===== config.mk =====
export PLATFORM = sky130hd
export DESIGN_NAME = tmp_div_stage
export DESIGN_NICKNAME = d
export VERILOG_FILES = /design/src/rtl/core/tmp_pkg.sv /design/src/rtl/core/tmp_div_stage.sv
export SDC_FILE = /design/constraint.sdc
export NUM_CORES = 1
export LEC_CHECK = 0
export BUFFER_PORTS_ARGS = -buffer_cell sky130_fd_sc_hd__clkbuf_2
export CORE_MARGIN = 4
export CORE_UTILIZATION = 49
export DETAILED_ROUTE_END_ITERATION = 8
export PLACE_DENSITY = 0.81
export SLEW_MARGIN = 20
export SYNTH_ARGS = -nofsm -noshare
export SYNTH_HDL_FRONTEND = slang
export SYNTH_SLANG_ARGS = --single-unit

===== constraint.sdc =====
create_clock -name clk_i -period 6.4 [get_ports clk_i]
set_input_delay 0.32 -clock clk_i [delete_from_list [all_inputs] [get_ports clk_i]]
set_output_delay 0.32 -clock clk_i [all_outputs]
set_load 0.05 [all_outputs]

===== src/rtl/core/tmp_pkg.sv =====
// ----------------------------------------------------------------------------
// tmp_pkg
// Shared types and constants of the trapezoid motion profile generator.
// ----------------------------------------------------------------------------
package tmp_pkg;

  // Field and datapath widths
  localparam int unsigned SPEED_W   = 16;
  localparam int unsigned POS_W     = 24;
  localparam int unsigned IDX_W     = 32;
  localparam int unsigned U_W       = 48;
  localparam int unsigned QW        = 32;  // quotient bits, one per divider stage
  localparam int unsigned MPOS_W    = 34;
  localparam int unsigned WPOS_W    = 36;
  localparam int unsigned VEL_W     = 17;
  localparam int unsigned ACC_W     = 32;
  localparam int unsigned TOTAL_W   = 32;
  localparam int unsigned SETUP_W   = 36;  // setup divider numerator width
  localparam int unsigned SETUP_CNT_W = 6;
  localparam int unsigned CFG_IDX_W = 2;

  // Register indexes
  localparam logic [CFG_IDX_W-1:0] REG_CRUISE_SPEED = 2'd0;
  localparam logic [CFG_IDX_W-1:0] REG_START_POS    = 2'd1;
  localparam logic [CFG_IDX_W-1:0] REG_TARGET_POS   = 2'd2;

  // Profile scale factors
  localparam int unsigned K_BLEND  = 150;
  localparam int unsigned K_CRUISE = 500;
  localparam int unsigned K_END    = 650;
  localparam int unsigned K_TOTAL  = 1300;
  localparam int unsigned K_ACC_N  = 10;
  localparam int unsigned K_ACC_D  = 3;
  localparam int unsigned K_MILLI  = 1000;

  typedef enum logic [1:0] {
    PH_BLEND_IN,
    PH_CRUISE,
    PH_BLEND_OUT,
    PH_DONE
  } phase_e;

  typedef enum logic [1:0] {
    SU_IDLE,
    SU_TOTAL,
    SU_ACCEL
  } setup_state_e;

  // Coefficients derived from configuration
  typedef struct packed {
    logic                     err;
    logic                     dir_neg;
    logic [SPEED_W-1:0]       speed;
    logic [31:0]              b1;
    logic [32:0]              b2;
    logic [33:0]              b3;
    logic signed [WPOS_W-1:0] base_i;
    logic signed [WPOS_W-1:0] base_f;
    logic [TOTAL_W-1:0]       total;
    logic signed [ACC_W-1:0]  acc_plus;
    logic signed [ACC_W-1:0]  acc_minus;
  } coef_t;

  // Request payload through the divider pipeline
  typedef struct packed {
    phase_e                   phase;
    logic signed [WPOS_W-1:0] cpos;
    logic [QW-1:0]            rp;
    logic [QW-1:0]            shp;
    logic [QW-1:0]            rv;
    logic [QW-1:0]            shv;
  } pipe_t;

endpackage


===== src/rtl/core/tmp_div_stage.sv =====
// ----------------------------------------------------------------------------
// tmp_div_stage
// One restoring division step for the position and velocity quotients,
// followed by a pipeline register.
// ----------------------------------------------------------------------------
module tmp_div_stage import tmp_pkg::*; (
  input  logic          clk_i,
  input  logic          rst_ni,
  input  logic          valid_i,
  output logic          ready_o,
  input  pipe_t         data_i,
  input  logic [QW-1:0] divisor_i,
  output logic          valid_o,
  input  logic          ready_i,
  output pipe_t         data_o
);

  logic  valid_q;
  pipe_t data_q, data_d;
  logic [QW:0] tp, tv, sp, sv;

  assign ready_o = !valid_q || ready_i;

  // Shift in the next numerator bit, subtract when it fits
  assign tp = {data_i.rp, data_i.shp[QW-1]};
  assign tv = {data_i.rv, data_i.shv[QW-1]};
  assign sp = tp - {1'b0, divisor_i};
  assign sv = tv - {1'b0, divisor_i};

  always_comb begin
    data_d     = data_i;
    data_d.rp  = sp[QW] ? tp[QW-1:0] : sp[QW-1:0];
    data_d.shp = {data_i.shp[QW-2:0], !sp[QW]};
    data_d.rv  = sv[QW] ? tv[QW-1:0] : sv[QW-1:0];
    data_d.shv = {data_i.shv[QW-2:0], !sv[QW]};
  end

  always_ff @(posedge clk_i or negedge rst_ni) begin
    if (!rst_ni) begin
      valid_q <= 1'b0;
    end else if (ready_o) begin
      valid_q <= valid_i;
    end
  end

  always_ff @(posedge clk_i) begin
    if (ready_o && valid_i) data_q <= data_d;
  end

  assign valid_o = valid_q;
  assign data_o  = data_q;

endmodule


==> qor.txt <==
Core Rows = 50
Worst r2r path cells = 3
R2R Path End = data_o[115]$_DFFE_PP_
Number of distinct library cells after synthesis = 59
CTS tree = done
Clk_lat worst skew = 430 ps
Clk sink count = 167
Final ANT Viol Nets = 0
Unrepaired setup endpoints after global routing = no
CP Depth = 14
Buf/Inv on CP = 3
Setup TNS = 0 ps
# Post-CTS Setup Buffers = 0
Final hold vios = 0
Internal reg-to-reg setup slack = 4290 ps
Fin crit share = 0.504
I/O pin count = 370
Crit path max-delay family = compound AO/OA/AOI/OAI gates
Post-Syn Area per Cell = 12.2 µm²
Gr usage total = 0.242
DR vias = 7473
Clock-pin slew on the worst setup and hold paths = 80 ps
CP Class = primary input to register
Worst-path cell chain = clkbuf_2, inv_1, ha_1, fa_1, nor2b_1, o31a_1, o31ai_1, a31o_2, o21ai_2, a21oi_2, o21ai_2, xor2_4, buf_4, mux2_2
Antenna violations before repair = 0
Power after layout = 3.38 mW
Worst Skew = 11.1 ps
Crit-path slowest cell = buf_4
Register area share after synthesis = 0.540
Register area = 5010 µm²
# diodes = 0
Clock Tree Root = clkbuf_16
Outcome = finished, final reports clean
Leakage power = 5.57 nW
Pwr dens = 282 nW/µm²
First-pass GRT wire length = 39800 µm
RD Place Congestion = 0.958
Peak supply drop = 0.192 mV
Syn_nets = 1030
Final setup viols = 0
DP HPWL = 21700 µm
Core ar. = 18600 µm²
WP data required = 6580 ps
Layout cell share with drive strength beyond 1 = 0.397
Routed wire length = 26800 µm
Initial Utilization = 0.498
Synth Warn # = 0
Critical Path Sink = data_o[35]$_DFFE_PP_
Largest net degree at the start of global routing = 76
Synth Instances = 762
Max Freq = 0.310 GHz
Wire per inst = 19.4 µm
CTS Buffer Depth = 2
Worst Setup End Kind = register
Htree depth = 4
Critical Path Start = data_i[31]
Die area = 21200 µm²
Slowest Stage Delay on Critical Path = 500 ps
DRC violations left = 0
Fin crit period = 3230 ps
TritonRoute pass-1 iters = 5
Worst Path Arrival = 3400 ps
Reg-to-Reg Start = valid_o$_DFFE_PN0N_
# fillers = 1524
Max-Cap Viols = 0
Worst Path Max Fanout = 33
Die W = 146 µm
Hold Path Class = primary input to register
Most common flop cell mapped by yosys = edfxtp_1
IO Port Bufs = 369
CP Launch Type = primary input
Crit-path most repeated cell = o21ai_2
Number of flops mapped to enable cells by yosys = 166
Synthesized flop and latch total = 167
Grt ovf = 0
Final Max Slew Viols = 0
Vias in the first global route = 7206
# nets final = 1403
Die height = 146 µm
Area delta synth->final = 28.9%
Max-slew headroom = 0.316
Synth async-reset ratio = 0.00599
TritonCTS Buffers = 17
Worst Tran Pin Value = 1030 ps
Via/cell ratio = 5.41
1st-iter DRT viols = 346
Synthesized area = 9280 µm²
Multi-input gate area = 4000 µm²
[stage by stage]
stage,util,area [µm²],hold slack [ps],worst slack [ps],instances
after floorplan,-,9280,24.4,927,762
after global placement,0.610,11400,94.9,2810,1349
after detailed placement,0.610,11400,96.6,2730,1349
after CTS,0.641,12000,45.4,3190,1382
after global routing,0.641,12000,41.6,3000,1382
final,0.641,12000,59.4,3170,1382
[state kept, by name (all words and copies together), names as in the netlist]
| signal | cells |
|---|---|
| valid_o | 1 |
| data_o | 166 |
[cells by family after synthesis]
| kind of cell | share of synthesized area |
|---|---|
| fa+ha+maj | 0.0906 |
| xor+xnor | 0.0517 |
| simple gates | 0.0871 |
| compound gates | 0.141 |
| flops | 0.540 |
| buf+inv | 0.0312 |
| mux | 0.0583 |
[repair_timing]
item | in CTS | in global routing
resized for setup | 0 | 0
hold buffers | 1 | 0
endpoints found under the hold margin | 1 | 0
[layout make-up]
type	count	area share
multi-input cells	526	0.335
inverters	49	0.0154
clock inverters	14	0.0125
flip-flops and latches	167	0.419
repair buffers	374	0.158
clock buffers	18	0.0359
well taps	234	0.0245
[cells in the mapped netlist (all sizes together) (3+ instances only)]
cell type,instances,area (µm²)
o31ai,8,78.8
o22ai,3,18.8
a31oi,13,81.3
edfxtp,166,4980
buf,8,58.8
nor3,5,25.0
nand2,67,251
a2111oi,3,45.1
a21oi,53,273
xor2,30,278
nor2b,7,43.8
and3,9,56.3
a211o,4,35.0
mux2i,3,30.0
and4,5,43.8
ha,64,801
o211ai,3,22.5
or3,3,18.8
and2,4,25.0
xnor2,23,201
nand3,11,55.1
nor2,30,115
mux2,35,510
a21o,25,188
o21a,6,45.0
a211oi,5,37.5
o21ai,55,283
o21bai,6,45.0
inv,49,184
nand2b,10,62.6
clkbuf,12,46.3
nand4,13,81.3
[layout by cell type (no fill, tap or decap), types with 6 or more instances in the layout]
| cell type | synthesis | routed |
|---|---|---|
| clkbuf_2 | 1 | 369 |
| edfxtp_1 | 166 | 166 |
| nand2_1 | 67 | 67 |
| ha_1 | 64 | 64 |
| o21ai_0 | 53 | 53 |
| a21oi_1 | 51 | 51 |
| inv_1 | 48 | 48 |
| mux2_4 | 31 | 31 |
| nor2_1 | 29 | 29 |
| xor2_1 | 28 | 28 |
| a21o_1 | 25 | 25 |
| xnor2_1 | 23 | 23 |
| clkbuf_16 | 0 | 17 |
| nand4_1 | 13 | 13 |
| a31oi_1 | 13 | 13 |
| nand3_1 | 11 | 11 |
| nand2b_1 | 10 | 10 |
| and3_1 | 9 | 9 |
| nor2b_1 | 7 | 7 |
| o21a_1 | 6 | 6 |
| o31ai_1 | 6 | 6 |
| o21bai_1 | 6 | 6 |
[layer usage]
metal | track usage | vias up | wire length (µm)
met3 | 0.0501 | 44 | 1900
met4 | 0.0954 | 0 | 836
met1 | 0.278 | 3519 | 10100
li1 | - | 3609 | -
met5 | 0 | - | 0
met2 | 0.442 | 301 | 14000
[power breakdown]
part / leakage, nW / internal [mW] / switching [mW]
Clock: 0.281 / 0.522 / 0.490
Sequential: 1.59 / 1.33 / 0.0250
Combinational: 3.70 / 0.339 / 0.672
[worst min-delay path by stage]
stage,from,end,cells after the start
after floorplan,rst_ni,valid_o$_DFFE_PN0N_,0
after global placement,rst_ni,valid_o$_DFFE_PN0N_,1
after detailed placement,rst_ni,valid_o$_DFFE_PN0N_,1
after CTS,data_i[78],data_o[79]$_DFFE_PP_,1
after global routing,data_i[154],data_o[154]$_DFFE_PP_,1
final,data_i[78],data_o[79]$_DFFE_PP_,1
No activity file was read; power rests on OpenSTA's default activity.
