--- config.mk ---
export PLATFORM = sky130hd
export DESIGN_NAME = tmp_back
export DESIGN_NICKNAME = d
export VERILOG_FILES = /design/src/rtl/core/tmp_pkg.sv /design/src/rtl/core/tmp_back.sv
export SDC_FILE = /design/constraint.sdc
export NUM_CORES = 1
export LEC_CHECK = 0
export ABC_AREA = 0
export BUFFER_PORTS_ARGS = -buffer_cell sky130_fd_sc_hd__buf_2
export CORE_AREA = 2 2 221 223
export CTS_CLUSTER_SIZE = 12
export DETAILED_ROUTE_END_ITERATION = 12
export DIE_AREA = 0 0 223 225
export MAX_ROUTING_LAYER = met4
export PLACE_DENSITY_LB_ADDON = 0.15
export SYNTH_ARGS = -nofsm -noshare
export SYNTH_HDL_FRONTEND = slang
export SYNTH_SLANG_ARGS = --single-unit
--- constraint.sdc ---
create_clock -name clk_i -period 11.63 [get_ports clk_i]
set_clock_uncertainty 0.1 [all_clocks]
set_input_delay 2.326 -clock clk_i [delete_from_list [all_inputs] [get_ports clk_i]]
set_output_delay 2.326 -clock clk_i [all_outputs]
set_load 0.05 [all_outputs]
--- src/rtl/core/tmp_pkg.sv ---
// ----------------------------------------------------------------------------
// tmp_pkg
// Shared types and constants of the trapezoid motion profile generator.
// ----------------------------------------------------------------------------
package tmp_pkg;

  // Field and datapath widths
  localparam int unsigned SPEED_W   = 16;
  localparam int unsigned POS_W     = 24;
  localparam int unsigned IDX_W     = 32;
  localparam int unsigned U_W       = 48;
  localparam int unsigned QW        = 32;  // quotient bits, one per divider stage
  localparam int unsigned MPOS_W    = 34;
  localparam int unsigned WPOS_W    = 36;
  localparam int unsigned VEL_W     = 17;
  localparam int unsigned ACC_W     = 32;
  localparam int unsigned TOTAL_W   = 32;
  localparam int unsigned SETUP_W   = 36;  // setup divider numerator width
  localparam int unsigned SETUP_CNT_W = 6;
  localparam int unsigned CFG_IDX_W = 2;

  // Register indexes
  localparam logic [CFG_IDX_W-1:0] REG_CRUISE_SPEED = 2'd0;
  localparam logic [CFG_IDX_W-1:0] REG_START_POS    = 2'd1;
  localparam logic [CFG_IDX_W-1:0] REG_TARGET_POS   = 2'd2;

  // Profile scale factors
  localparam int unsigned K_BLEND  = 150;
  localparam int unsigned K_CRUISE = 500;
  localparam int unsigned K_END    = 650;
  localparam int unsigned K_TOTAL  = 1300;
  localparam int unsigned K_ACC_N  = 10;
  localparam int unsigned K_ACC_D  = 3;
  localparam int unsigned K_MILLI  = 1000;

  typedef enum logic [1:0] {
    PH_BLEND_IN,
    PH_CRUISE,
    PH_BLEND_OUT,
    PH_DONE
  } phase_e;

  typedef enum logic [1:0] {
    SU_IDLE,
    SU_TOTAL,
    SU_ACCEL
  } setup_state_e;

  // Coefficients derived from configuration
  typedef struct packed {
    logic                     err;
    logic                     dir_neg;
    logic [SPEED_W-1:0]       speed;
    logic [31:0]              b1;
    logic [32:0]              b2;
    logic [33:0]              b3;
    logic signed [WPOS_W-1:0] base_i;
    logic signed [WPOS_W-1:0] base_f;
    logic [TOTAL_W-1:0]       total;
    logic signed [ACC_W-1:0]  acc_plus;
    logic signed [ACC_W-1:0]  acc_minus;
  } coef_t;

  // Request payload through the divider pipeline
  typedef struct packed {
    phase_e                   phase;
    logic signed [WPOS_W-1:0] cpos;
    logic [QW-1:0]            rp;
    logic [QW-1:0]            shp;
    logic [QW-1:0]            rv;
    logic [QW-1:0]            shv;
  } pipe_t;

endpackage

--- src/rtl/core/tmp_back.sv ---
// ----------------------------------------------------------------------------
// tmp_back
// Back stages: round the quotients, select by phase and hold the result in
// the output register.
// ----------------------------------------------------------------------------
module tmp_back import tmp_pkg::*; (
  input  logic                      clk_i,
  input  logic                      rst_ni,
  input  logic                      valid_i,
  output logic                      ready_o,
  input  pipe_t                     data_i,
  input  coef_t                     coef_i,
  output logic                      out_valid_o,
  input  logic                      out_stall_i,
  output logic signed [MPOS_W-1:0]  out_position_milli_o,
  output logic signed [VEL_W-1:0]   out_velocity_o,
  output logic signed [ACC_W-1:0]   out_acceleration_o,
  output logic [TOTAL_W-1:0]        out_total_samples_o,
  output logic                      out_move_done_o,
  output logic                      out_profile_error_o
);

  logic r1, r2, v1_q, ov_q;
  assign r2      = !ov_q || !out_stall_i;
  assign r1      = !v1_q || r2;
  assign ready_o = r1;

  // First stage: base plus or minus quotient, rounding decisions
  logic                     sneg_d;
  logic signed [WPOS_W-1:0] base, qext, b_d;
  logic [QW:0]              two_rp, two_rv, b1x;
  logic                     rnz;

  assign sneg_d = (data_i.phase == PH_BLEND_IN) ? coef_i.dir_neg : !coef_i.dir_neg;
  assign base   = (data_i.phase == PH_BLEND_IN) ? coef_i.base_i : coef_i.base_f;
  assign qext   = $signed({{(WPOS_W-QW){1'b0}}, data_i.shp});
  assign b_d    = sneg_d ? base - qext : base + qext;
  assign two_rp = {data_i.rp, 1'b0};
  assign two_rv = {data_i.rv, 1'b0};
  assign b1x    = {1'b0, coef_i.b1};
  assign rnz    = (data_i.rp != '0);

  phase_e                   ph_q;
  logic signed [WPOS_W-1:0] b_q, cpos_q;
  logic                     sneg_q, gt_q, eq_q;
  logic [VEL_W-1:0]         vmag_q;

  always_ff @(posedge clk_i) begin
    if (r1 && valid_i) begin
      ph_q   <= data_i.phase;
      b_q    <= b_d;
      cpos_q <= data_i.cpos;
      sneg_q <= sneg_d;
      gt_q   <= rnz && (two_rp > b1x);
      eq_q   <= rnz && (two_rp == b1x);
      vmag_q <= data_i.shv[VEL_W-1:0] + VEL_W'(two_rv >= b1x);
    end
  end

  // Second stage: final rounding and phase selection
  logic                     bump;
  logic signed [WPOS_W-1:0] pos_blend, pos;
  logic signed [VEL_W-1:0]  vel, vel_blend, vel_cruise;
  logic signed [ACC_W-1:0]  acc;
  logic                     done;

  assign bump = gt_q || (eq_q && (sneg_q ? (b_q[WPOS_W-1] || (b_q == '0)) : !b_q[WPOS_W-1]));
  assign pos_blend  = bump ? (sneg_q ? b_q - WPOS_W'(1) : b_q + WPOS_W'(1)) : b_q;
  assign vel_blend  = coef_i.dir_neg ? -vmag_q : vmag_q;
  assign vel_cruise = coef_i.dir_neg ? -{1'b0, coef_i.speed} : {1'b0, coef_i.speed};

  always_comb begin
    pos  = coef_i.base_f;
    vel  = '0;
    acc  = '0;
    done = 1'b0;
    unique case (ph_q)
      PH_BLEND_IN: begin
        pos = pos_blend;
        vel = vel_blend;
        acc = coef_i.dir_neg ? coef_i.acc_minus : coef_i.acc_plus;
      end
      PH_CRUISE: begin
        pos = cpos_q;
        vel = vel_cruise;
      end
      PH_BLEND_OUT: begin
        pos = pos_blend;
        vel = vel_blend;
        acc = coef_i.dir_neg ? coef_i.acc_plus : coef_i.acc_minus;
      end
      PH_DONE: begin
        done = 1'b1;
      end
      default: ;
    endcase
    // Zero distance or speed leaves the start position
    if (coef_i.err) begin
      pos  = coef_i.base_i;
      vel  = '0;
      acc  = '0;
      done = 1'b1;
    end
  end

  always_ff @(posedge clk_i or negedge rst_ni) begin
    if (!rst_ni) begin
      v1_q <= 1'b0;
      ov_q <= 1'b0;
    end else begin
      if (r1) v1_q <= valid_i;
      if (r2) ov_q <= v1_q;
    end
  end

  // Hold the result until taken
  always_ff @(posedge clk_i) begin
    if (r2 && v1_q) begin
      out_position_milli_o <= pos[MPOS_W-1:0];
      out_velocity_o       <= vel;
      out_acceleration_o   <= acc;
      out_total_samples_o  <= coef_i.err ? '0 : coef_i.total;
      out_move_done_o      <= done;
      out_profile_error_o  <= coef_i.err;
    end
  end

  assign out_valid_o = ov_q;

  logic [VEL_W-1:0] vel_abs;
  assign vel_abs = out_velocity_o[VEL_W-1] ? -out_velocity_o : out_velocity_o;

  a_err_quiet: assert property (@(posedge clk_i) disable iff (!rst_ni)
    out_valid_o && out_profile_error_o |-> out_move_done_o && (out_velocity_o == '0)
      && (out_acceleration_o == '0) && (out_total_samples_o == '0))
    else $error("error result not at rest");

  a_done_rest: assert property (@(posedge clk_i) disable iff (!rst_ni)
    out_valid_o && out_move_done_o |-> (out_velocity_o == '0) && (out_acceleration_o == '0))
    else $error("finished move still moving");

  a_vel_bound: assert property (@(posedge clk_i) disable iff (!rst_ni)
    out_valid_o && !out_profile_error_o |-> vel_abs <= {1'b0, coef_i.speed})
    else $error("velocity exceeds cruise speed");

endmodule

==> flow_metrics.py <==
metrics = {
    "outcome": {
        "status": "finished clean",
    },
    "worst_setup_path": {
        "max_stage_delay_ns": 0.76,
        "critPathTopFamily": "compound AO/OA/AOI/OAI gates",
        "end_kind": "register",
        "cp_common_cell": "inv_1",
        "cp_max_fo": 34,
        "startpoint_type": "input port",
        "cp.required_ns": 11.80,
        "cp.buffers_inverters": 4,
        "crit_slowest_cell": "a41oi_1",
        "crit_path_cell_trace": "buf_2, inv_1, xnor2_2, buf_4, inv_1, a41oi_1, xnor2_1, ha_1, a21o_1, a21oi_1, o21ai_0, a311o_1, a41oi_2, a211oi_1, o41ai_1, mux2i_1, o311ai_0",
        "r2r_cells": 11,
        "crit_type": "in -> reg",
        "cp.depth": 17,
        "critPathArrivalTime_ns": 7.82,
    },
    "global_route": {
        "grt_busiest_layer": "met2",
        "grtUsageMet2_pct": 35.9,
        "grt_overflow": 0,
        "antenna_found_initial": 22,
        "use_met1_pct": 27.0,
        "global_route.usage.met3_pct": 4.02,
        "grt_pass1_vias": 14500,
        "grt_pass1_wl_um": 81900,
        "track_usage_pct": 21.6,
        "grt_max_degree": 70,
    },
    "logic_synthesis": {
        "yosys-top-cells-count": "edfxtp_1, nand2_1, a21oi_1, ha_1, o21ai_0",
        "yosys.area.top_type_share_pct": 39.5,
        "synthCells": 1660,
        "async_reset_ff_share_pct": 0.948,
        "synth_seq_cells": 211,
        "synth_top_area_cell": "edfxtp_1",
        "synth-seq-area-share_pct": 39.8,
        "ys_types": 73,
        "netlist_area_um2": 15900,
        "synth-main-ff-cell": "edfxtp_1",
        "post-synth-top-count-cell": "edfxtp_1",
        "yosys-top-cells-area": "edfxtp_1, ha_1, a21oi_1",
        "synth_nets": 2251,
        "synth.avg_cell_area_um2": 9.57,
        "synth_edf_count": 209,
        "synth_warnings": 0,
    },
    "routing": {
        "vias": 14400,
        "wl_per_cell_um": 19.5,
        "drc": 0,
        "viasPerCell": 5.17,
        "drtIter0Drc": 742,
        "totalWireLength_um": 54500,
        "dr.pass1.iters": 7,
        "ant_nets": 0,
    },
    "cells_and_area": {
        "layout-drive-gt1-share_pct": 28.5,
        "fillers": 4741,
        "design_area_um2": 20100,
        "area_growth_pct": 26.4,
        "final_nets": 2728,
    },
    "worst_hold_path": {
        "hold_path_class": "reg -> reg",
        "whs_path_depth": 1,
    },
    "sta": {
        "fin_crit_sh_pct": 65.8,
        "final-max-slew-violation-count": 0,
        "period_needed_ns": 7.65,
        "rsz0062_at_grt": "false",
        "fmax_mhz": 131,
        "hold_slack_ns": 0.376,
        "setup_viol": 0,
        "relSlewSlack_pct": 28.0,
        "setup_tns_ns": 0,
        "worstMarginPinSlew_ns": 1.08,
        "hold_violations": 0,
    },
    "clock_tree": {
        "cts_root_buf": "clkbuf_16",
        "cts_tree": "done",
        "cts.htree.levels": 1,
        "insertion_delay_ns": 0.57,
        "cts.sinks": 211,
        "ctsHoldBuffers": 0,
        "clockBufferDepth": 3,
        "clk_pin_slew_ns": 0.06,
        "postCtsSetupBuffers": 0,
        "cts-resized-gates": 0,
        "cts_buffers": 28,
    },
    "die": {
        "die_area_um2": 50200,
        "initial_core_util_pct": 33.4,
        "coreArea_um2": 47500,
        "fp-row-count": 80,
        "io_pins": 574,
        "die_y_um": 225,
        "die_x_um": 223,
    },
    "placement": {
        "gp_congestion": 0.867,
        "hpwl_um": 42700,
        "port-buffer-count": 489,
        "dpl_cell_area_um2": 19100,
    },
    "pwr": {
        "p_total_mw": 3.00,
        "p_leak_nw": 8.72,
        "power.density_nw_per_um2": 149,
        "max-vdd-ir-drop_uv": 100,
    },
    "run": {
        "maxCapViolCount": 0,
    },
}
==> cell usage in the layout, fill, tap and decap left out, drive strengths merged, types with 14 or more instances in the layout <==
cell,n
a21oi,143
diode,21
o21ai,120
xor2,58
mux2,38
edfxtp,209
buf,504
a211oi,18
nand2b,24
nor2,117
o21a,17
mux2i,47
xnor2,68
a21o,44
nand3,31
nand4,27
ha,134
nor3,21
clkbuf,30
nand2,189
nor4,28
o31ai,14
inv,60
nor2b,51
==> sequential cells by signal (all words and copies together) (netlist names), 2 cells and up <==
name                  count
vmag_q                   17
out_total_samples_o      32
ph_q                      2
out_position_milli_o     34
out_acceleration_o       32
out_velocity_o           17
cpos_q                   34
b_q                      36
==> area by class of cell <==
cell class	count	area, um^2	area share, %
Tap cell	615	769	3.83
Sequential cell	211	6330	31.5
Inverter	60	225	1.12
Antenna cell	21	52.6	0.262
Clock buffer	30	729	3.63
Timing Repair Buffer	504	2560	12.8
Clock inverter	22	231	1.15
Multi-Input combinational cell	1332	9180	45.7
==> metal layers <==
metal | up-vias | part of all wire [%]
met2 | 463 | 47
met3 | 67 | 6.3
met1 | 6735 | 45
met5 | - | 0
li1 | 7175 | -
met4 | 0 | 2.2
==> metrics by stage <==
step	utilization (%)	worst slack, ns	instances
floorplan	-	3.06	1660
global placement	40.1	3.46	2722
detailed placement	40.1	3.33	2722
CTS	42.1	3.90	2774
global route	42.2	3.57	2795
finish	42.2	3.98	2795
==> cells by family after synthesis <==
family | count (synthesis) | synth area share, %
and+or+nand+nor | 539 | 16.3
AOI/OAI and AO/OA | 446 | 17.7
DFF | 211 | 39.8
adders and majority gates | 136 | 10.8
xor gates and xnor gates | 126 | 6.95
buffers and inverters | 117 | 2.77
muxes | 85 | 5.65
==> path summary, 6_finish.rpt <==
| check | from | end | slack (ns) |
|---|---|---|---|
| worst min register to register | v1_q | out_valid_o | 0.38 |
| max in group asynchronous | rst_ni | v1_q | 9.88 |
| worst min-delay path | v1_q | out_valid_o | 0.38 |
| worst max-delay path | coef_i[283] | b_q[35] | 3.98 |
| min in group asynchronous | rst_ni | out_valid_o | 1.45 |
| worst max register to register | sneg_q | out_position_milli_o[32] | 7.69 |
==> power by group <==
group          switching, mW  total [mW]  internal [mW]
registers             0.0486        1.00          0.953
clock network          0.364       0.907          0.543
logic                  0.681        1.09          0.406
No activity file was read; power rests on OpenSTA's default activity.
