`src/rtl/core/tmp_pkg.sv`:
```
// ----------------------------------------------------------------------------
// tmp_pkg
// Shared types and constants of the trapezoid motion profile generator.
// ----------------------------------------------------------------------------
package tmp_pkg;

  // Field and datapath widths
  localparam int unsigned SPEED_W   = 16;
  localparam int unsigned POS_W     = 24;
  localparam int unsigned IDX_W     = 32;
  localparam int unsigned U_W       = 48;
  localparam int unsigned QW        = 32;  // quotient bits, one per divider stage
  localparam int unsigned MPOS_W    = 34;
  localparam int unsigned WPOS_W    = 36;
  localparam int unsigned VEL_W     = 17;
  localparam int unsigned ACC_W     = 32;
  localparam int unsigned TOTAL_W   = 32;
  localparam int unsigned SETUP_W   = 36;  // setup divider numerator width
  localparam int unsigned SETUP_CNT_W = 6;
  localparam int unsigned CFG_IDX_W = 2;

  // Register indexes
  localparam logic [CFG_IDX_W-1:0] REG_CRUISE_SPEED = 2'd0;
  localparam logic [CFG_IDX_W-1:0] REG_START_POS    = 2'd1;
  localparam logic [CFG_IDX_W-1:0] REG_TARGET_POS   = 2'd2;

  // Profile scale factors
  localparam int unsigned K_BLEND  = 150;
  localparam int unsigned K_CRUISE = 500;
  localparam int unsigned K_END    = 650;
  localparam int unsigned K_TOTAL  = 1300;
  localparam int unsigned K_ACC_N  = 10;
  localparam int unsigned K_ACC_D  = 3;
  localparam int unsigned K_MILLI  = 1000;

  typedef enum logic [1:0] {
    PH_BLEND_IN,
    PH_CRUISE,
    PH_BLEND_OUT,
    PH_DONE
  } phase_e;

  typedef enum logic [1:0] {
    SU_IDLE,
    SU_TOTAL,
    SU_ACCEL
  } setup_state_e;

  // Coefficients derived from configuration
  typedef struct packed {
    logic                     err;
    logic                     dir_neg;
    logic [SPEED_W-1:0]       speed;
    logic [31:0]              b1;
    logic [32:0]              b2;
    logic [33:0]              b3;
    logic signed [WPOS_W-1:0] base_i;
    logic signed [WPOS_W-1:0] base_f;
    logic [TOTAL_W-1:0]       total;
    logic signed [ACC_W-1:0]  acc_plus;
    logic signed [ACC_W-1:0]  acc_minus;
  } coef_t;

  // Request payload through the divider pipeline
  typedef struct packed {
    phase_e                   phase;
    logic signed [WPOS_W-1:0] cpos;
    logic [QW-1:0]            rp;
    logic [QW-1:0]            shp;
    logic [QW-1:0]            rv;
    logic [QW-1:0]            shv;
  } pipe_t;

endpackage

```
`src/rtl/core/tmp_coef.sv`:
```
// ----------------------------------------------------------------------------
// tmp_coef
// Configuration registers and the setup unit that derives the profile
// coefficients, with a shared restoring divider for move length and accel.
// ----------------------------------------------------------------------------
module tmp_coef import tmp_pkg::*; (
  input  logic                 clk_i,
  input  logic                 rst_ni,
  input  logic                 cfg_we_i,
  input  logic [CFG_IDX_W-1:0] cfg_idx_i,
  input  logic [POS_W-1:0]     cfg_data_i,
  output coef_t                coef_o,
  output logic                 busy_o
);

  logic [SPEED_W-1:0]      speed_q;
  logic signed [POS_W-1:0] start_q, target_q;

  // Write configuration registers
  always_ff @(posedge clk_i or negedge rst_ni) begin
    if (!rst_ni) begin
      speed_q  <= SPEED_W'(1);
      start_q  <= '0;
      target_q <= '0;
    end else if (cfg_we_i) begin
      unique case (cfg_idx_i)
        REG_CRUISE_SPEED: speed_q  <= cfg_data_i[SPEED_W-1:0];
        REG_START_POS:    start_q  <= cfg_data_i;
        REG_TARGET_POS:   target_q <= cfg_data_i;
        default: ;
      endcase
    end
  end

  // Distance and direction
  logic [POS_W:0]   diff, neg_diff;
  logic [POS_W-1:0] distance;
  logic             dir_neg;

  assign diff     = {target_q[POS_W-1], target_q} - {start_q[POS_W-1], start_q};
  assign neg_diff = -diff;
  assign dir_neg  = diff[POS_W];
  assign distance = dir_neg ? neg_diff[POS_W-1:0] : diff[POS_W-1:0];

  // Setup divider
  setup_state_e           state_q, state_d;
  logic                   pending_q;
  logic [SETUP_CNT_W-1:0] cnt_q;
  logic [SETUP_W-1:0]     num_q, den_q, quo_q, quo_n, rem_q, rem_n;
  logic [SETUP_W:0]       trial, trial_sub;
  logic                   ge, last, start, fin_total, fin_acc;
  logic [TOTAL_W-1:0]     total_q;
  logic signed [ACC_W-1:0] acc_plus_q, acc_minus_q;
  logic [ACC_W-1:0]       amag;

  assign trial     = {rem_q, num_q[SETUP_W-1]};
  assign trial_sub = trial - {1'b0, den_q};
  assign ge        = !trial_sub[SETUP_W];
  assign rem_n     = ge ? trial_sub[SETUP_W-1:0] : trial[SETUP_W-1:0];
  assign quo_n     = {quo_q[SETUP_W-2:0], ge};
  assign last      = (cnt_q == SETUP_CNT_W'(SETUP_W - 1));
  assign amag      = {1'b0, quo_n[ACC_W-2:0]};

  // Sequence the two divisions
  always_comb begin
    state_d   = state_q;
    start     = 1'b0;
    fin_total = 1'b0;
    fin_acc   = 1'b0;
    unique case (state_q)
      SU_IDLE: begin
        if (pending_q) begin
          state_d = SU_TOTAL;
          start   = 1'b1;
        end
      end
      SU_TOTAL: begin
        if (last) begin
          state_d   = SU_ACCEL;
          fin_total = 1'b1;
        end
      end
      SU_ACCEL: begin
        if (last) begin
          state_d = SU_IDLE;
          fin_acc = 1'b1;
        end
      end
      default: state_d = SU_IDLE;
    endcase
  end

  always_ff @(posedge clk_i or negedge rst_ni) begin
    if (!rst_ni) begin
      state_q   <= SU_IDLE;
      pending_q <= 1'b1;
      cnt_q     <= '0;
    end else begin
      state_q <= state_d;
      if (cfg_we_i) begin
        pending_q <= 1'b1;
      end else if (start) begin
        pending_q <= 1'b0;
      end
      if (start || fin_total) begin
        cnt_q <= '0;
      end else if (state_q != SU_IDLE) begin
        cnt_q <= cnt_q + SETUP_CNT_W'(1);
      end
    end
  end

  // Divider datapath
  always_ff @(posedge clk_i) begin
    if (start) begin
      num_q <= SETUP_W'(distance) * SETUP_W'(K_TOTAL) + SETUP_W'(speed_q);
      den_q <= SETUP_W'({speed_q, 1'b0});
      rem_q <= '0;
      quo_q <= '0;
    end else if (fin_total) begin
      total_q <= (quo_n[SETUP_W-1:TOTAL_W] != '0) ? '1 : quo_n[TOTAL_W-1:0];
      num_q   <= SETUP_W'(speed_q) * SETUP_W'(speed_q) * SETUP_W'(K_ACC_N);
      den_q   <= SETUP_W'(distance) * SETUP_W'(K_ACC_D);
      rem_q   <= '0;
      quo_q   <= '0;
    end else if (state_q != SU_IDLE) begin
      num_q <= {num_q[SETUP_W-2:0], 1'b0};
      rem_q <= rem_n;
      quo_q <= quo_n;
    end
    // Saturate acceleration magnitude to the signed range
    if (fin_acc) begin
      if (quo_n[SETUP_W-1:ACC_W-1] != '0) begin
        acc_plus_q  <= {1'b0, {(ACC_W-1){1'b1}}};
        acc_minus_q <= {1'b1, {(ACC_W-1){1'b0}}};
      end else begin
        acc_plus_q  <= amag;
        acc_minus_q <= -amag;
      end
    end
  end

  // Register derived coefficients
  coef_t coef_q;
  always_ff @(posedge clk_i) begin
    coef_q.err       <= (distance == '0) || (speed_q == '0);
    coef_q.dir_neg   <= dir_neg;
    coef_q.speed     <= speed_q;
    coef_q.b1        <= 32'(distance) * 32'(K_BLEND);
    coef_q.b2        <= 33'(distance) * 33'(K_CRUISE);
    coef_q.b3        <= 34'(distance) * 34'(K_END);
    coef_q.base_i    <= WPOS_W'(start_q) * $signed(WPOS_W'(K_MILLI));
    coef_q.base_f    <= WPOS_W'(target_q) * $signed(WPOS_W'(K_MILLI));
    coef_q.total     <= total_q;
    coef_q.acc_plus  <= acc_plus_q;
    coef_q.acc_minus <= acc_minus_q;
  end

  assign coef_o = coef_q;
  assign busy_o = pending_q || (state_q != SU_IDLE);

  // Any write must start a new setup pass
  a_write_busy: assert property (@(posedge clk_i) disable iff (!rst_ni)
    cfg_we_i |=> busy_o)
    else $error("setup not started after register write");

endmodule

```
`config.mk`:
```
export PLATFORM = sky130hd
export DESIGN_NAME = tmp_coef
export DESIGN_NICKNAME = d
export VERILOG_FILES = /design/src/rtl/core/tmp_pkg.sv /design/src/rtl/core/tmp_coef.sv
export SDC_FILE = /design/constraint.sdc
export NUM_CORES = 2
export LEC_CHECK = 0
export BUFFER_PORTS_ARGS = -buffer_cell sky130_fd_sc_hd__buf_2
export CAP_MARGIN = 20
export CORE_UTILIZATION = 57
export CTS_BUF_LIST = sky130_fd_sc_hd__clkbuf_2
export CTS_CLUSTER_SIZE = 16
export DETAILED_ROUTE_END_ITERATION = 16
export HOLD_SLACK_MARGIN = 0.03
export MAX_ROUTING_LAYER = met4
export PLACE_DENSITY = 0.9
export SLEW_MARGIN = 20
export SYNTH_ARGS = -nofsm -noshare
export SYNTH_HDL_FRONTEND = slang
export SYNTH_SLANG_ARGS = --single-unit
```
`constraint.sdc`:
```
create_clock -name clk_i -period 7.9 [get_ports clk_i]
set_input_delay 2.37 -clock clk_i [delete_from_list [all_inputs] [get_ports clk_i]]
set_output_delay 2.37 -clock clk_i [all_outputs]
set_load 0.01 [all_outputs]
```
==> impl_results.md <==
* Slowest cell on the critical path: fa_1
* Hold Vio Cnt, Final at 0
* Number of fill cells at 5,636
* Post-Route WL at 150 mm
* Async SR Flop Fraction at 12.8%
* Longest Clk Path Bufs at 3
* First-pass GRT wire length at 223 mm
* Setup_tns at -4.68 ns
* Failing checks: negative setup slack
* Detailed-router iteration count before antenna repair at 6
* Reg2Reg Depth at 37
* Setup Skew at 0.140 ns
* Worst Tran Pin Value at 1.00 ns
* CTS tree: built
* Synth top area cells: fa_1 (21%), ha_1 (16%), dfxtp_1 (14%)
* Design area at 0.0612 sq mm
* Data arrival, critical path at 9.61 ns
* Seq/Total Area, Yosys at 26.7%
* Initial antenna violation count at 16
* Layout cell share with drive strength beyond 1 at 27.7%
* Multi-input gate area at 0.0351 sq mm
* Largest area contributor in the netlist: fa_1
* Boundary Pins at 315
* Hold Path Depth at 0
* Worst Path Required at 9.06 ns
* DR vias/cell at 5.78
* Vias in the first global route at 42,867
* Worst-path fanout max at 5
* CORE AREA at 0.0855 sq mm
* FF-to-FF setup slack at -0.55 ns
* Maximum clock rate at 118 MHz
* Total Routing Usage GR at 33.0%
* Worst hold-check path type: reg2reg
* Setup slack after layout at -0.553 ns
* DP Wirelength at 108 mm
* Number of enable flip-flop cells after synthesis at 147
* RSZ-0062 raised after global routing: yes
* Period utilisation layout at 107%
* Die Y at 297 microns
* Mapped Cells at 4,996
* Register area at 0.0132 sq mm
* WHS Endpoint: coef_o[40]
* Outcome: finished with violations
* Top_reg_cell synth: dfxtp_1
* Hold Buf Count CTS at 0
* Min Tclk post-route at 8.45 ns
* Routability cong. at 0.986
* Final setup viols at 19
* Worst skew pair latency at 1.51 ns
* Syn_area_per_cell at 9.91 sq um
* CP Capture Type: flop
* Reg-to-reg startpoint: speed_q[3]
* # rows at 107
* H-tree levels at 4
* Yosys top cell area share at 20.6%
* DRC viols at 0
* Routed Antenna Nets at 0
* CTS sink cnt at 569
* Commonest non-fill, non-tap cell in the layout: inv_1
* CP Launch Type: flop
* Wire per inst at 20.7 microns
* Maxcap violations at 0
* HP Start: acc_plus_q[8]
* Critical path type: reg2reg
* Grt ovf at 0
* Initial Util at 57.9%
* Die Wd at 297 microns
* Critical R2R Capture: num_q[33]
* Clock transition at path regs at 0.11 ns
* Hold WS at 0.313 ns
* Vias post-DR at 41,987
* CP max stage delay at 0.57 ns
* CP most frequent cell: buf_4
* Dpl cell area at 0.0563 sq mm
* Clock Tree Root: clkbuf_2
* Cell variety after synth at 103
* Yosys reg bits at 569
* Port Buf Inserts at 303
* Initial DRC count at 3,293
* Syn Std Cell Area at 0.0495 sq mm
* CTS Buf Count at 146
* Final slew viol count at 0
* Top delay family on crit path: adder cells
* Synth warn at 0
* Worst rel slew slack at 33.1%
* Layout Nets at 7,147
* Most frequent cells in the layout: inv_1 (779), buf_4 (601), ha_1 (534), fa_1 (500), dfxtp_1 (349)
* DIE AREA at 0.0881 sq mm
* Crit path buf inv count at 10
* Layout area overhead at 23.6%
* Largest net degree at the start of global routing at 109
[worst register-to-register path: cells and delay by family, from the launching register on]
family          cells  cell delay [ns]
xor+xnor            2             0.30
flops               1             0.48
fa+ha+maj           9             3.74
compound gates     12             1.92
simple gates        4             0.46
buf+inv            10             1.23
[per-layer routing]
layer	up-vias	track usage, %	wire length (microns)
met4	0	18.4	11000
met5	-	-	0
met2	2238	54.1	72600
met1	20294	38.1	53800
met3	808	6.25	12800
li1	18647	-	-
[cells in the mapped netlist, drive strengths merged, types with 14 or more instances]
master and count:
edfxtp 147, o21ai 171, a22oi 18, o211ai 15
nand4 27, dfrtp 71, nand2 288, or3 14
o21a 47, buf 26, inv 825, xor2 115
or2 15, nand3 61, mux2 56, and3 24
clkbuf 97, a21o 109, nand2b 96, nor4 28
nor2b 39, a31oi 20, xnor2 228, a211oi 20
a21oi 300, fa 510, and2 73, nor3 69
mux2i 16, o21bai 36, ha 624, nor2 260
dfxtp 349
[metrics by stage]
stage	instances	setup slack (ns)	util, %
2_1_floorplan	5007	0.000821	-
4_1_cts	7163	-0.287	68.8
5_1_grt	7268	-0.667	71.5
3_3_place_gp	6848	-0.607	65.8
6_report	7270	-0.553	71.5
3_5_place_dp	6848	-0.785	65.8
[worst max-delay path by stage]
| stage | start | endpoint | slack [ns] | depth (start not counted) |
|---|---|---|---|---|
| after global placement | speed_q[2] | num_q[34] | -0.61 | 36 |
| after global routing | speed_q[3] | num_q[33] | -0.67 | 37 |
| after detailed placement | speed_q[2] | num_q[34] | -0.78 | 36 |
| final | speed_q[3] | num_q[33] | -0.55 | 37 |
| after CTS | speed_q[3] | num_q[35] | -0.29 | 36 |
| after floorplan | speed_q[5] | num_q[35] | 0.0008 | 37 |
[cell type report]
| class | instances | area share [%] |
|---|---|---|
| Multi-Input combinational cell | 3484 | 57.4 |
| Antenna cell | 18 | 0.0736 |
| Timing Repair Buffer | 952 | 10.9 |
| Tap cell | 1144 | 2.34 |
| Sequential cell | 569 | 21.7 |
| Inverter | 831 | 5.16 |
| Clock buffer | 221 | 1.81 |
| Clock inverter | 51 | 0.726 |
[cell families after synthesis]
group | share of synthesized area [%]
mux | 1.60
xor+xnor | 6.10
fa+ha+maj | 36.4
simple gates | 10.3
flops | 26.7
buf+inv | 7.40
compound gates | 11.5
other cells | 0.00757
[sequential cells by signal, indices dropped and copies added (netlist names)]
name	flops
total_q	32
acc_minus_q	32
pending_q	1
speed_q	16
rem_q	36
state_q	2
start_q	24
target_q	24
coef_o	268
cnt_q	6
num_q	36
den_q	26
acc_plus_q	31
quo_q	35
[repair_timing]
action                                  in CTS  in global routing
endpoints found under the setup margin      20                 32
buffers inserted                            47                 92
gates resized for setup                    136                316
pin swaps                                   92                193
gates cloned                                 0                  1
Power is not shown: default switching activity piles up to over one toggle a cycle in this logic, so the estimate is an artifact.
